$ cat src/hdl/keyed_record_table_macros.svh
// ----------------------------------------------------------------------------
// keyed_record_table_macros
// Assertion helpers shared by the keyed record table RTL.
// ----------------------------------------------------------------------------
`ifndef KEYED_RECORD_TABLE_MACROS_SVH
`define KEYED_RECORD_TABLE_MACROS_SVH

// same-cycle implication, disabled during reset
`define KRT_ASSERT_NOW(label, clk, rst, ante, cons, msg) \
   label: assert property (@(posedge clk) disable iff (rst) (ante) |-> (cons)) \
      else $error(msg);

// next-cycle implication, disabled during reset
`define KRT_ASSERT_NEXT(label, clk, rst, ante, cons, msg) \
   label: assert property (@(posedge clk) disable iff (rst) (ante) |=> (cons)) \
      else $error(msg);

`endif

$ cat src/hdl/krt_pkg.sv
// ----------------------------------------------------------------------------
// krt_pkg
// Types, codes and constants of the keyed record table.
// ----------------------------------------------------------------------------
`timescale 1ns / 1ps

package krt_pkg;

   localparam int DEFAULT_CAPACITY = 64;
   localparam int KEY_MAX          = 9999;
   localparam int KEY_W            = 14;
   localparam int HELD_W           = 7;

   typedef enum logic [2:0] {
      ACT_INSERT = 3'd0,
      ACT_LOOKUP = 3'd1,
      ACT_UPDATE = 3'd2,
      ACT_DELETE = 3'd3,
      ACT_LIST   = 3'd4
   } action_type;

   typedef enum logic [1:0] {
      FLD_KEY   = 2'd0,
      FLD_PRICE = 2'd1,
      FLD_QTY   = 2'd2,
      FLD_ALL   = 2'd3
   } field_type;

   typedef enum logic [3:0] {
      STS_OK          = 4'd0,
      STS_FULL        = 4'd1,
      STS_BAD_KEY     = 4'd2,
      STS_DUPLICATE   = 4'd3,
      STS_NEG_PRICE   = 4'd4,
      STS_NEG_QTY     = 4'd5,
      STS_NOT_FOUND   = 4'd6,
      STS_EMPTY       = 4'd7,
      STS_BAD_NEW_KEY = 4'd8
   } status_type;

   typedef enum logic [3:0] {
      ST_IDLE,
      ST_SRCH_RD,
      ST_SRCH_CMP,
      ST_INS_WR,
      ST_UPD_WR,
      ST_DEL_RD,
      ST_DEL_WR,
      ST_SORT_RD,
      ST_SORT_CMP,
      ST_SORT_WR,
      ST_LIST_RD,
      ST_LIST_EMIT
   } state_type;

   typedef struct packed {
      action_type         action;
      logic signed [15:0] key;
      logic signed [15:0] new_key;
      logic signed [31:0] price_cents;
      logic signed [31:0] quantity;
      field_type          which_field;
   } req_type;

   typedef struct packed {
      status_type          status;
      logic [KEY_W-1:0]    found_key;
      logic signed [31:0]  found_price;
      logic signed [31:0]  found_quantity;
      logic [HELD_W-1:0]   entries_held;
      logic                last;
   } rsp_type;

   typedef struct packed {
      logic [KEY_W-1:0]   key;
      logic signed [31:0] price;
      logic signed [31:0] quantity;
   } record_type;

   typedef struct packed {
      logic eq;
      logic gt;
   } cmp_type;

   function automatic logic key_in_range(input logic signed [15:0] k);
      return !k[15] && (k <= 16'sd9999);
   endfunction

endpackage

$ cat src/hdl/krt_keycmp.sv
// ----------------------------------------------------------------------------
// krt_keycmp
// Shared key comparator used by the search and the sort passes.
// ----------------------------------------------------------------------------
`timescale 1ns / 1ps

module krt_keycmp (
   input  logic [krt_pkg::KEY_W-1:0] key_a,
   input  logic [krt_pkg::KEY_W-1:0] key_b,
   output krt_pkg::cmp_type          result
);

   always_comb begin
      result.eq = (key_a == key_b);
      result.gt = (key_a > key_b);
   end

endmodule

$ cat config.mk
export PLATFORM = sky130hd
export DESIGN_NAME = krt_keycmp
export DESIGN_NICKNAME = d
export VERILOG_FILES = /design/src/hdl/keyed_record_table_macros.svh /design/src/hdl/krt_pkg.sv /design/src/hdl/krt_keycmp.sv
export SDC_FILE = /design/constraint.sdc
export NUM_CORES = 1
export LEC_CHECK = 0
export BUFFER_PORTS_ARGS = -buffer_cell sky130_fd_sc_hd__buf_2
export CELL_PAD_IN_SITES_DETAIL_PLACEMENT = 2
export CELL_PAD_IN_SITES_GLOBAL_PLACEMENT = 2
export CORE_MARGIN = 2
export CORE_UTILIZATION = 18
export DETAILED_ROUTE_END_ITERATION = 8
export MAX_ROUTING_LAYER = met4
export PLACE_DENSITY_LB_ADDON = 0.3
export RECOVER_POWER = 50
export SETUP_SLACK_MARGIN = 0.05
export SYNTH_ARGS = -nofsm -noshare
export SYNTH_HDL_FRONTEND = slang
export SYNTH_SLANG_ARGS = --single-unit
$ cat constraint.sdc
create_clock -name vclk -period 1.2
set_input_delay 0.18 -clock vclk [all_inputs]
set_output_delay 0.18 -clock vclk [all_outputs]
set_load 0.05 [all_outputs]
# [Word level (Yosys, flattened, before mapping)]
# Index checks and enable logic that the tools add are counted.
[word_totals] ff_bits=0 latch_bits=0 ram_bits=0 romBits=0 inputBits=28 out_inout_bits=2 word_cells=2 n_memories=0
[classes] add_sub_neg=0 multipliers=0 n_div=0 order_cmp=1 n_eq_ne=1 shifts=0 mux=0 bitwise=0 n_reduce_logical=0
[ops] operator="== test 14 bit" n=1
[ops] operator="greater-than comparator 14 bit" n=1

# [Logic depth before layout (Yosys ltp)]
[depth] depth_word=1 mapped_depth=6 ltp_nobuf=6

# [Worst setup path after synthesis]
# No wires, ideal clock.
[synth_timing] path_type="input to output" startpoint="input port key_b[5] (netlist bit)" endpoint="output port result[0] (netlist bit)" arrival_time_ns=1.726 required_ns=1.020 path_slack_ns=-0.706 stages=6 n_path_buf=0 path_cell_list="inv_1 -> ha_1 -> and4_1 -> nand3_1 -> nor3_2 -> a21oi_2"
[synth_lines] item="from (decl)" line="krt_keycmp.sv:9" text="input logic [krt_pkg::KEY_W-1:0] key_b,"
[synth_lines] item="to (decl)" line="krt_keycmp.sv:10" text="output krt_pkg::cmp_type result"

==> out/qor.yml <==
worst_hold_path:
  min_path_type: "in -> out"
  min_from: "key_b[0]"
  min_path_cells: 5
  holdPathEnd: "result[1]"
synthesis:
  synth_top_area_frac: 0.4844
  synth_adder_area_share: 0.4844
  syn_area_um2: 361.6
  synth-xor-area-share: 0
  synthTopCellsByArea: "ha_1, inv_1, a21oi_1"
  synthCells: 49
  synth_compound_gate_area_share: 0.2180
  synth_top_family_by_area: "adder cells"
  ys_seq_area_frac: 0
  yosysTopAreaCell: "ha_1"
  yosys.area_share.simple: 0.1522
  synthMuxAreaShare: 0
  syn_nets: 91
  ys_types: 16
  avgSynthCellArea_um2: 7.380
  ys_warn_count: 0
floorplan:
  fp.dieH_um: 48.82
  rows: 16
  ios: 30
  start_util: 0.1882
  dieWidth_um: 48.82
  core_area_mm2: 0.001922
  die-area_mm2: 0.002383
detailed_routing:
  firstDrtPassIters: 1
  drc: 0
  wl_per_cell_um: 10.63
  wirelength_mm: 1.191
  drt_iter0_markers: 0
  via_per_inst: 4.268
  ant_nets: 0
  vias: 478
global_routing:
  grt_pass1_vias: 501
  overflow: 0
  grt_pass1_wl_mm: 2.097
  grt_util_all_layers: 0.1108
  grt_antenna_before_repair: 0
  grt_max_degree: 4
placed_design:
  gp_congestion: 0.6778
  dpl-instance-area_um2: 661.9
  post-place-ws_ns: -0.5920
  io_buffers: 30
  dp_hpwl_mm: 1.037
critical_path:
  path_max_fanout: 2
  cp.required_ns: 1.02
  critPathArrivalTime_ns: 1.46
  end_kind: "output pin"
  worstSetupStartpointType: "primary input"
  crit_type: "in -> out"
timing:
  rsz0062_at_grt: "true"
  worst_slew_pin_slew_ns: 0.2183
  finalWorstSetupSlack_ns: -0.4425
  setup_viol: 2
  maxSlewHeadroom: 0.8540
  finalHoldViolCount: 0
  fmax_ghz: 0.6088
  slew_violations: 0
  finalCritPeriodShare: 1.369
  finalCriticalPeriod_ns: 1.642
  hold_ws_ns: 0.9509
cells_and_area:
  num-clock-buffers: 0
  nets: 129
  final_area_um2: 758.2
  area_growth_pct: 109.7
  diodes: 0
  nFlopsAndLatches: 0
  final_core_util: 0.3945
  regArea_um2: 0
  layout-drive-gt1-share: 0.6118
pwr:
  power_frac_comb: 1.000
  leakagePower_nw: 0.4051
  p_clk_frac: 0
  power_frac_seq: 0
  p_sw_frac: 0.4416
  power_switching_mw: 0.1187
  internal_power_mw: 0.1501
  irDropWorstVdd_uv: 119.7
  pwr_density_cell_mw_per_mm2: 354.6
  p_total_mw: 0.2688
job:
  cap_viol_max_count: 0
run_status:
  violations: "setup timing"
  status: "complete, but fails checks"
clocking:
  holdBufCountCts: 0
==> timing repair <==
item,CTS,global route
pin swaps,3,3
endpoints found under the setup margin,2,2
gates resized for setup,14,6
buffers inserted,1,2
==> Yosys cell counts <==
library cell and count:
nand2_1 2, inv_1 14, ha_1 14, o21ai_1 1, nand4_1 2, o21a_1 1
a21o_1 1, and4_1 1, a21oi_2 1, nor3_2 1, o21ba_2 1, a311o_1 1
a21oi_1 5, nor2b_1 1, o21ai_0 1, nand3_1 2
==> how the worst max path moves through the flow <==
stage | from | slack [ns] | end | cells past startpoint
2_1_floorplan | key_b[4] | -0.40 | result[0] | 6
6_report | key_b[4] | -0.44 | result[0] | 8
4_1_cts | key_b[13] | -0.44 | result[0] | 7
3_3_place_gp | key_b[4] | -0.56 | result[0] | 8
5_1_grt | key_b[4] | -0.49 | result[0] | 8
3_5_place_dp | key_b[4] | -0.59 | result[0] | 8
==> power by group through the flow <==
stage / sequential, mW / combinational [mW] / clock, mW
after floorplan: 0 / 0.124 / 0
after global placement: 0 / 0.215 / 0
after detailed placement: 0 / 0.223 / 0
after CTS: 0 / 0.253 / 0
after global routing: 0 / 0.305 / 0
final: 0 / 0.269 / 0
==> per-stage QoR <==
step                setup TNS (ns)  instances
floorplan                  -0.6357         49
global placement            -1.066        110
detailed placement          -1.126        110
CTS                        -0.8206        111
global route               -0.9344        112
finish                     -0.8136        112
==> worst max-delay path: stages <==
cell     delay (ns)
buf_8          0.09
inv_12         0.03
ha_4           0.25
and4_4         0.24
o21ai_2        0.06
a311o_1        0.30
a21oi_4        0.15
buf_8          0.16
==> per-layer routing <==
| metal | part of all wire | global-route usage | up-vias |
|---|---|---|---|
| met3 | 0.074 | 0.01227 | 0 |
| met4 | 0 | 0 | 0 |
| met2 | 0.55 | 0.2306 | 17 |
| met1 | 0.38 | 0.1163 | 218 |
| li1 | - | - | 243 |
| met5 | 0 | - | - |
==> cells in the final DEF, fill, tap and decap left out, drive strengths merged <==
| cell type | n |
|---|---|
| o21ba | 1 |
| nand3 | 2 |
| nand4 | 2 |
| nor3 | 1 |
| o21ai | 2 |
| a311o | 1 |
| and4 | 1 |
| nand2 | 2 |
| a21o | 1 |
| buf | 36 |
| o21a | 1 |
| inv | 14 |
| ha | 14 |
| nor2b | 1 |
| a21oi | 6 |
==> cell type report <==
type                       count  area [um^2]
tap                           27        33.78
multi-input combinational     35        397.9
timing repair buffer          36        256.5
inverter                      14        70.07
fill                         238         1164
==> kinds of logic (layout without fill, tap and decap cells) <==
logic type / after synthesis / in the layout
and+or+nand+nor: 9 / 9
adders and majority gates: 14 / 14
buffers and inverters: 14 / 50
AOI/OAI and AO/OA: 12 / 12
Power figures use the tool's default switching activity.
